`config.mk`:
```
export PLATFORM = sky130hd
export DESIGN_NAME = pattern_find_replace_stream
export DESIGN_NICKNAME = d
export VERILOG_FILES = /design/src/rtl/pfr_pkg.sv /design/src/rtl/pfr_win_cell.sv /design/src/rtl/pfr_out_cell.sv /design/src/rtl/pattern_find_replace_stream.sv
export SDC_FILE = /design/constraint.sdc
export NUM_CORES = 1
export LEC_CHECK = 0
export BUFFER_PORTS_ARGS = -buffer_cell sky130_fd_sc_hd__buf_2
export CAP_MARGIN = 40
export CORE_MARGIN = 3
export CORE_UTILIZATION = 55
export CTS_CLUSTER_DIAMETER = 30
export CTS_CLUSTER_SIZE = 30
export DETAILED_ROUTE_END_ITERATION = 8
export PLACE_DENSITY = 0.83
export RECOVER_POWER = 50
export SYNTH_ARGS = -nofsm -noshare
export SYNTH_HDL_FRONTEND = slang
export SYNTH_HIERARCHICAL = 1
export SYNTH_SLANG_ARGS = --single-unit
```
`constraint.sdc`:
```
create_clock -name clk_i -period 10.1 [get_ports clk_i]
set_clock_uncertainty 0.05 [all_clocks]
set_input_delay 1.01 -clock clk_i [delete_from_list [all_inputs] [get_ports clk_i]]
set_output_delay 1.01 -clock clk_i [all_outputs]
set_load 0.03 [all_outputs]
```
`src/rtl/pfr_pkg.sv`:
```
// Shared constants, types and helpers for the pattern find-and-replace stream.
package pfr_pkg;

  localparam int MAX_PATTERN = 8;
  localparam int BYTE_W      = 8;
  localparam int LEN_W       = 4;
  localparam int FILL_W      = $clog2(MAX_PATTERN + 1);
  localparam int OCC_W       = 16;
  localparam int WORD_W      = MAX_PATTERN * BYTE_W;
  localparam int APB_DW      = 64;
  localparam int APB_AW      = 5;
  localparam int OUT_DW      = 32;

  localparam logic [1:0] REG_PATTERN     = 2'd0;
  localparam logic [1:0] REG_REPLACEMENT = 2'd1;
  localparam logic [1:0] REG_LENGTH      = 2'd2;

  localparam logic [OCC_W-1:0] OCC_MAX = '1;

  // window cell control
  typedef struct packed {
    logic upd;
    logic shift;
  } win_ctl_t;

  // output cell control
  typedef struct packed {
    logic load;
    logic shift;
  } out_ctl_t;

  // length in use, clamped to 1..MAX_PATTERN
  function automatic logic [FILL_W-1:0] eff_len(input logic [LEN_W-1:0] l);
    logic [FILL_W-1:0] r;
    if (l == '0) begin
      r = FILL_W'(1);
    end else if (l > LEN_W'(MAX_PATTERN)) begin
      r = FILL_W'(MAX_PATTERN);
    end else begin
      r = FILL_W'(l);
    end
    return r;
  endfunction

endpackage

```
`src/rtl/pfr_win_cell.sv`:
```
// Window cell: holds one byte of the search window and compares it with its pattern byte.
module pfr_win_cell (
  input  logic                       clk_i,
  input  pfr_pkg::win_ctl_t          ctl_i,
  input  logic                       sel_i,
  input  logic [pfr_pkg::BYTE_W-1:0] in_byte_i,
  input  logic [pfr_pkg::BYTE_W-1:0] nb_byte_i,
  input  logic [pfr_pkg::BYTE_W-1:0] pat_byte_i,
  input  logic                       use_i,
  output logic [pfr_pkg::BYTE_W-1:0] byte_o,
  output logic                       eq_o
);

  logic [pfr_pkg::BYTE_W-1:0] byte_q, byte_d;

  // byte after the new request is appended
  assign byte_o = sel_i ? in_byte_i : byte_q;
  assign eq_o   = (byte_o == pat_byte_i) | ~use_i;

  always_comb begin
    byte_d = byte_q;
    if (ctl_i.upd) begin
      byte_d = ctl_i.shift ? nb_byte_i : byte_o;
    end
  end

  always_ff @(posedge clk_i) begin
    byte_q <= byte_d;
  end

endmodule

```
`src/rtl/pfr_out_cell.sv`:
```
// Output cell: one slot of the result line, loaded in parallel and drained towards slot 0.
module pfr_out_cell (
  input  logic                       clk_i,
  input  pfr_pkg::out_ctl_t          ctl_i,
  input  logic [pfr_pkg::BYTE_W-1:0] ld_byte_i,
  input  logic                       ld_last_i,
  input  logic [pfr_pkg::BYTE_W-1:0] nb_byte_i,
  input  logic                       nb_last_i,
  output logic [pfr_pkg::BYTE_W-1:0] byte_o,
  output logic                       last_o
);

  logic [pfr_pkg::BYTE_W-1:0] byte_q, byte_d;
  logic                       last_q, last_d;

  always_comb begin
    byte_d = byte_q;
    last_d = last_q;
    if (ctl_i.load) begin
      byte_d = ld_byte_i;
      last_d = ld_last_i;
    end else if (ctl_i.shift) begin
      byte_d = nb_byte_i;
      last_d = nb_last_i;
    end
  end

  always_ff @(posedge clk_i) begin
    byte_q <= byte_d;
    last_q <= last_d;
  end

  assign byte_o = byte_q;
  assign last_o = last_q;

endmodule

```
`src/rtl/pattern_find_replace_stream.sv`:
```
// Top level: streaming leftmost non-overlapping find and replace of a byte pattern.
//
//  channel  | dir | handshake            | payload
//  s_axis   | in  | tvalid/tready        | tdata[7:0] in_byte, tlast in_last
//  m_axis   | out | tvalid/tready        | tdata out_byte/count/found, tlast out_last
//  apb      | in  | psel/penable/pready  | 0x00 pattern, 0x08 replacement, 0x10 length
//
//  One request is taken per cycle while each gives at most one result byte and m_axis is ready.
//  A match or a last byte loads up to MAX_PATTERN result bytes at once into
//  the output line; the input then waits while the extra bytes drain.
//  A request is taken when the output line is empty or its final byte leaves.
//  Reset clears fill, count and output occupancy; window bytes are not reset.
module pattern_find_replace_stream (
  input  logic                        clk_i,
  input  logic                        rst_ni,
  // stream in
  input  logic                        s_axis_tvalid_i,
  output logic                        s_axis_tready_o,
  input  logic [7:0]                  s_axis_tdata_i,  // [7:0] in_byte
  input  logic                        s_axis_tlast_i,
  // stream out
  output logic                        m_axis_tvalid_o,
  input  logic                        m_axis_tready_i,
  output logic [pfr_pkg::OUT_DW-1:0]  m_axis_tdata_o,  // [7:0] out_byte, [23:8] occurrence_count,
                                                       // [24] pattern_found, rest zero
  output logic                        m_axis_tlast_o,
  // configuration
  input  logic                        psel,
  input  logic                        penable,
  input  logic                        pwrite,
  input  logic [pfr_pkg::APB_AW-1:0]  paddr,
  input  logic [pfr_pkg::APB_DW-1:0]  pwdata,
  output logic [pfr_pkg::APB_DW-1:0]  prdata,
  output logic                        pready
);

  localparam int M  = pfr_pkg::MAX_PATTERN;
  localparam int BW = pfr_pkg::BYTE_W;
  localparam int FW = pfr_pkg::FILL_W;

  // configuration registers
  logic [pfr_pkg::WORD_W-1:0] pat_q, rep_q;
  logic [pfr_pkg::LEN_W-1:0]  len_q;
  logic                       cfg_wr;
  logic [1:0]                 cfg_idx;

  assign pready  = 1'b1;
  assign cfg_wr  = psel & penable & pwrite & pready;
  assign cfg_idx = paddr[4:3];

  always_ff @(posedge clk_i or negedge rst_ni) begin
    if (!rst_ni) begin
      pat_q <= '0;
      rep_q <= '0;
      len_q <= pfr_pkg::LEN_W'(1);
    end else if (cfg_wr) begin
      case (cfg_idx)
        pfr_pkg::REG_PATTERN:     pat_q <= pwdata[pfr_pkg::WORD_W-1:0];
        pfr_pkg::REG_REPLACEMENT: rep_q <= pwdata[pfr_pkg::WORD_W-1:0];
        pfr_pkg::REG_LENGTH:      len_q <= pwdata[pfr_pkg::LEN_W-1:0];
        default: ;
      endcase
    end
  end

  always_comb begin
    case (cfg_idx)
      pfr_pkg::REG_PATTERN:     prdata = pat_q;
      pfr_pkg::REG_REPLACEMENT: prdata = rep_q;
      pfr_pkg::REG_LENGTH:      prdata = pfr_pkg::APB_DW'(len_q);
      default:                  prdata = '0;
    endcase
  end

  // control state
  logic [FW-1:0]             fill_q, fill_d;
  logic [FW-1:0]             ocnt_q, ocnt_d;
  logic [pfr_pkg::OCC_W-1:0] tot_q, tot_d, tot_hit, bcnt_q, bcnt_d;

  logic          acc_in, pop, last, full, hit;
  logic [FW-1:0] len, newfill, nres;

  assign len     = pfr_pkg::eff_len(len_q);
  assign newfill = fill_q + FW'(1);
  assign full    = (newfill == len);
  assign last    = s_axis_tlast_i;

  assign m_axis_tvalid_o = (ocnt_q != '0);
  assign pop             = m_axis_tvalid_o & m_axis_tready_i;
  assign s_axis_tready_o = (ocnt_q == '0) | ((ocnt_q == FW'(1)) & m_axis_tready_i);
  assign acc_in          = s_axis_tvalid_i & s_axis_tready_o;

  // window chain
  logic [M-1:0]    eq;
  logic [BW-1:0]   wbyte [M];
  logic [BW-1:0]   wnb   [M];
  pfr_pkg::win_ctl_t wctl;

  assign hit       = full & (&eq);
  assign wctl.upd  = acc_in & ~hit & ~last;
  assign wctl.shift = full;

  for (genvar k = 0; k < M; k++) begin : g_win
    if (k == M - 1) begin : g_end
      assign wnb[k] = '0;
    end else begin : g_mid
      assign wnb[k] = wbyte[k+1];
    end
    pfr_win_cell u_cell (
      .clk_i      (clk_i),
      .ctl_i      (wctl),
      .sel_i      (fill_q == FW'(k)),
      .in_byte_i  (s_axis_tdata_i[BW-1:0]),
      .nb_byte_i  (wnb[k]),
      .pat_byte_i (pat_q[k*BW +: BW]),
      .use_i      (FW'(k) < len),
      .byte_o     (wbyte[k]),
      .eq_o       (eq[k])
    );
  end

  // result count for this request
  always_comb begin
    if (hit) begin
      nres = len;
    end else if (full) begin
      nres = last ? len : FW'(1);
    end else begin
      nres = last ? newfill : '0;
    end
  end

  assign tot_hit = (hit && tot_q != pfr_pkg::OCC_MAX) ? tot_q + pfr_pkg::OCC_W'(1) : tot_q;

  always_comb begin
    fill_d = fill_q;
    tot_d  = tot_q;
    bcnt_d = bcnt_q;
    ocnt_d = ocnt_q;
    if (acc_in) begin
      ocnt_d = nres;
      bcnt_d = tot_hit;
      tot_d  = last ? '0 : tot_hit;
      if (hit || last) begin
        fill_d = '0;
      end else if (full) begin
        fill_d = len - FW'(1);
      end else begin
        fill_d = newfill;
      end
    end else if (pop) begin
      ocnt_d = ocnt_q - FW'(1);
    end
    if (cfg_wr && cfg_idx == pfr_pkg::REG_LENGTH) begin
      fill_d = '0;
    end
  end

  always_ff @(posedge clk_i or negedge rst_ni) begin
    if (!rst_ni) begin
      fill_q <= '0;
      tot_q  <= '0;
      bcnt_q <= '0;
      ocnt_q <= '0;
    end else begin
      fill_q <= fill_d;
      tot_q  <= tot_d;
      bcnt_q <= bcnt_d;
      ocnt_q <= ocnt_d;
    end
  end

  // output chain
  pfr_pkg::out_ctl_t octl;
  logic [BW-1:0] obyte [M];
  logic [M-1:0]  olast;
  logic [BW-1:0] onb   [M];
  logic [M-1:0]  onl;

  assign octl.load  = acc_in;
  assign octl.shift = pop;

  for (genvar k = 0; k < M; k++) begin : g_out
    if (k == M - 1) begin : g_end
      assign onb[k] = '0;
      assign onl[k] = 1'b0;
    end else begin : g_mid
      assign onb[k] = obyte[k+1];
      assign onl[k] = olast[k+1];
    end
    pfr_out_cell u_cell (
      .clk_i     (clk_i),
      .ctl_i     (octl),
      .ld_byte_i (hit ? rep_q[k*BW +: BW] : wbyte[k]),
      .ld_last_i (last & (nres == FW'(k + 1))),
      .nb_byte_i (onb[k]),
      .nb_last_i (onl[k]),
      .byte_o    (obyte[k]),
      .last_o    (olast[k])
    );
  end

  assign m_axis_tlast_o = olast[0];
  assign m_axis_tdata_o = {7'b0, (bcnt_q != '0), bcnt_q, obyte[0]};

endmodule
```
==> parameters.txt <==
Parameter                              Value

Drt
  Wire per inst ... 21.8 µm
  Detailed-router iteration count before antenna repair ... 6
  Detailed-route vias per instance ... 5.94
  Routed vias ... 12500
  Initial detailed-routing violation count ... 941
  Wire length after detailed routing ... 45900 µm
  Number of routed nets with antenna violations ... 0
  Drt drc ... 0

Logic synthesis
  Gate count of the mapped netlist ... 1468
  Synth Flop Type ... dfrtp_1
  Post-synthesis cell area ... 17600 µm²
  Distinct cell type count after synthesis ... 62
  Fraction of registers with async set/reset ... 55.8%
  Post-synthesis average cell area ... 12.0 µm²
  Synth area leader ... dfrtp_1
  Sequential fraction of the synthesis area ... 47.6%
  Seq cells post-synth ... 308
  Cell with the most instances after synthesis ... nand2_1
  Number of enable-type register cells in the synthesized netlist ... 136
  Most area-consuming cells after synthesis ... dfrtp_1 24%, edfxtp_1 23%, mux2_2 12%
  Leading post-synthesis cells by instance count ... 252 x nand2_1, 192 x mux2_2, 171 x dfrtp_1
  Portion of synthesized cell area occupied by the leading cell type ... 24.3%
  Yosys warns ... 6

Global route
  Global-route wire length before repair ... 71100 µm
  Met3 routing resource usage after global routing ... 5.38%
  Via count of the first global-routing pass ... 12900
  Remaining Overflow, GRT ... 0
  Maximum number of pins on one net before global-route repair ... 89
  Met2 capacity usage during global routing ... 45.1%
  Met1 GRT Util ... 33.4%
  Gr usage total ... 26.5%
  Antenna violations before repair ... 1
  Busiest grt layer ... met2

Outcome
  Violations in the final reports ... capacitance limit, slew limit
  Outcome ... finished, violations left

Clocking
  CTS sink count ... 308
  Clock slew at the register clock pins of the worst setup and hold paths ... 0.05 ns
  Inserted Clock Buffers ... 67
  CTS HTree Levels ... 3
  Total of hold buffers inserted after clock tree synthesis ... 0
  Clock tree from TritonCTS ... built
  Clk Latency, worst-skew pair ... 0.56 ns
  Maximum buffer depth of the clock tree ... 3
  Clk Tree Root Cell ... clkbuf_16
  PostCTS Resize Cnt ... 0
  Setup bufs post-CTS ... 0

Die
  Width of the die ... 185 µm
  Die Y-Extent ... 185 µm
  Full die area ... 34200 µm²
  Placement Rows ... 64
  Core Footprint ... 31100 µm²
  Initial Utilization ... 56.7%
  Number of placed I/O pins ... 185

STA
  RSZ-0062 raised after global routing ... no
  Tightest Pin Transition ... 4.79 ns
  Final critical delay including setup and external delays ... 6.69 ns
  Final critical-path share of the clock period ... 66.3%
  Tightest slew margin relative to the limit ... -219%
  Max-slew violation count ... 384
  Final Hold Fails ... 0
  Final setup violation count ... 0
  Setup TNS after final layout ... 0 ns
  FMAX ... 149 MHz

Worst setup path
  Startpoint type of the worst setup path ... primary input
  Worst Reg2Reg Path Length in Cells ... 9
  Critical-path cell with the highest stage delay ... clkbuf_1
  Cell mode on critical path ... clkbuf_1
  Critical setup path kind ... primary input to flip-flop
  Logic depth of the worst path, buffers included ... 6
  Cell family with the largest share of critical-path delay ... buffers and inverters
  Arrival time of data at the critical path endpoint ... 7.07 ns
  Data required time of the worst path ... 10.47 ns
  Worst Setup End Kind ... flip-flop
  Ordered cell list for the critical path ... buf_2 -> clkbuf_1 -> nor2_1 -> nand2_1 -> clkbuf_1 -> mux2_2
  Crit path max fanout ... 68
  WP buf/inv ... 3
  Worst path max stage delay ... 2.34 ns

Final layout
  Proportion of layout cells with a drive suffix above 1 ... 35.0%
  Layout Utilization ... 67.3%
  Layout filler cell count ... 2117
  Synth-to-Final Area Change ... 18.5%
  Nets@finish ... 1746

Min path
  Hold Path Depth ... 2
  Classification of the worst-slack hold path ... flip-flop to flip-flop

Power and ir drop
  Leakage power of the design ... 9.03 nW
  Largest voltage drop on the vdd net ... 0.146 mV
  Clock network fraction of total power ... 36.6%
  Overall power of the completed layout ... 0.00600 W
  Pwr/cell area ... 287 nW/µm²
  Combinational group share of total power ... 30.4%
  Sequential cell fraction of total power ... 33.0%
  Proportion of total power due to net switching ... 32.0%
  Internal power summed over all cells ... 0.00408 W
  Switching power of the nets ... 0.00192 W

Place
  DPL Wire Length ... 29500 µm
  Final weighted congestion of routability-driven global placement ... 0.908
  # port buffers ... 173

Flow run
  Max-cap violations ... 7
[flip-flops by register name, summed over array words and instances, names as in the netlist]
register             flops
bcnt_q                  16
fill_q                   4
g_out.u_cell/byte_o     64
g_out.u_cell/last_o      8
g_win.u_cell/byte_q     64
len_q                    4
ocnt_q                   4
pat_q                   64
rep_q                   64
tot_q                   16
[routing by layer]
layer  vias to the layer above  part of all wire, %
met1                      6201                   39
met3                       126                  7.0
li1                       5582                    -
met2                       577                   50
met4                         0                  3.8
met5                         -                    0
[cells in the final DEF (no fill, tap or decap), types with 9 or more instances in the layout]
cell / count
edfxtp_1: 136
inv_1: 17
nand3_1: 14
xnor2_2: 9
mux2i_1: 76
o21ai_0: 29
nand4_1: 26
o21ai_1: 9
mux2_4: 136
and3_1: 10
nor2_1: 86
mux2_2: 190
dfrtp_1: 171
xnor2_1: 67
conb_1: 25
buf_2: 123
ha_1: 12
nand2_1: 251
clkbuf_16: 72
clkbuf_1: 66
nor3_1: 15
clkbuf_8: 10
[worst register-to-register path, delay by kind of cell, from the launching register on]
family | cells | cell delay, ns
buffers and inverters | 4 | 4.54
AND/OR/NAND/NOR | 3 | 0.72
flip-flops | 1 | 0.37
adder cells (fa/ha/maj) | 1 | 0.20
AO/OA/AOI/OAI | 1 | 0.18
[path summary, 6_finish.rpt]
check	start	slack [ns]	to
setup / recovery	paddr[4]	3.41	rep_q[31]
hold / removal	bcnt_q[10]	0.46	bcnt_q[10]
setup reg to reg	ocnt_q[1]	3.70	g_out[7].u_cell/byte_o[5]
hold reg to reg	bcnt_q[10]	0.46	bcnt_q[10]
max in group asynchronous	rst_ni	4.01	pat_q[39]
min in group asynchronous	rst_ni	0.73	tot_q[12]
[power by group through the flow]
stage	sequential, W	clock [W]	combinational (W)
6_report	0.00198	0.00220	0.00183
2_1_floorplan	0.00195	0	0.00139
3_5_place_dp	0.00198	0	0.00178
4_1_cts	0.00197	0.00222	0.00182
3_3_place_gp	0.00196	0	0.00172
5_1_grt	0.00201	0.00229	0.00195
[layout make-up]
cell class / instances / area (µm²) / area share [%]
Inverter: 18 / 68.8 / 0.329
Antenna cell: 1 / 2.50 / 0.0120
Timing Repair Buffer: 187 / 893 / 4.27
Clock buffer: 93 / 1980 / 9.48
Sequential cell: 308 / 8390 / 40.1
Multi-Input combinational cell: 1067 / 8730 / 41.7
Clock inverter: 31 / 345 / 1.65
Tap cell: 396 / 495 / 2.37
[metrics by stage]
| stage | area, µm² | setup slack (ns) | instances | hold slack [ns] |
|---|---|---|---|---|
| final | 20900 | 3.41 | 2101 | 0.455 |
| after global placement | 18700 | 4.87 | 1974 | 0.431 |
| after CTS | 21000 | 4.76 | 2100 | 0.257 |
| after detailed placement | 18700 | 4.81 | 1976 | 0.439 |
| after floorplan | 17700 | 2.56 | 1491 | 0.452 |
| after global routing | 20900 | 3.00 | 2101 | 0.497 |
[kinds of logic (layout without fill, tap and decap cells)]
group           count (synthesis)  count (layout)  share of synthesized area (%)
compound gates                 97              97                           4.30
other cells                     2              26                         0.0426
simple gates                  449             449                           11.1
mux                           404             404                           28.2
xor+xnor                       80              80                           4.36
buf+inv                       116             329                           3.60
flops                         308             308                           47.6
fa+ha+maj                      12              12                          0.852
Power figures use the tool's default switching activity.
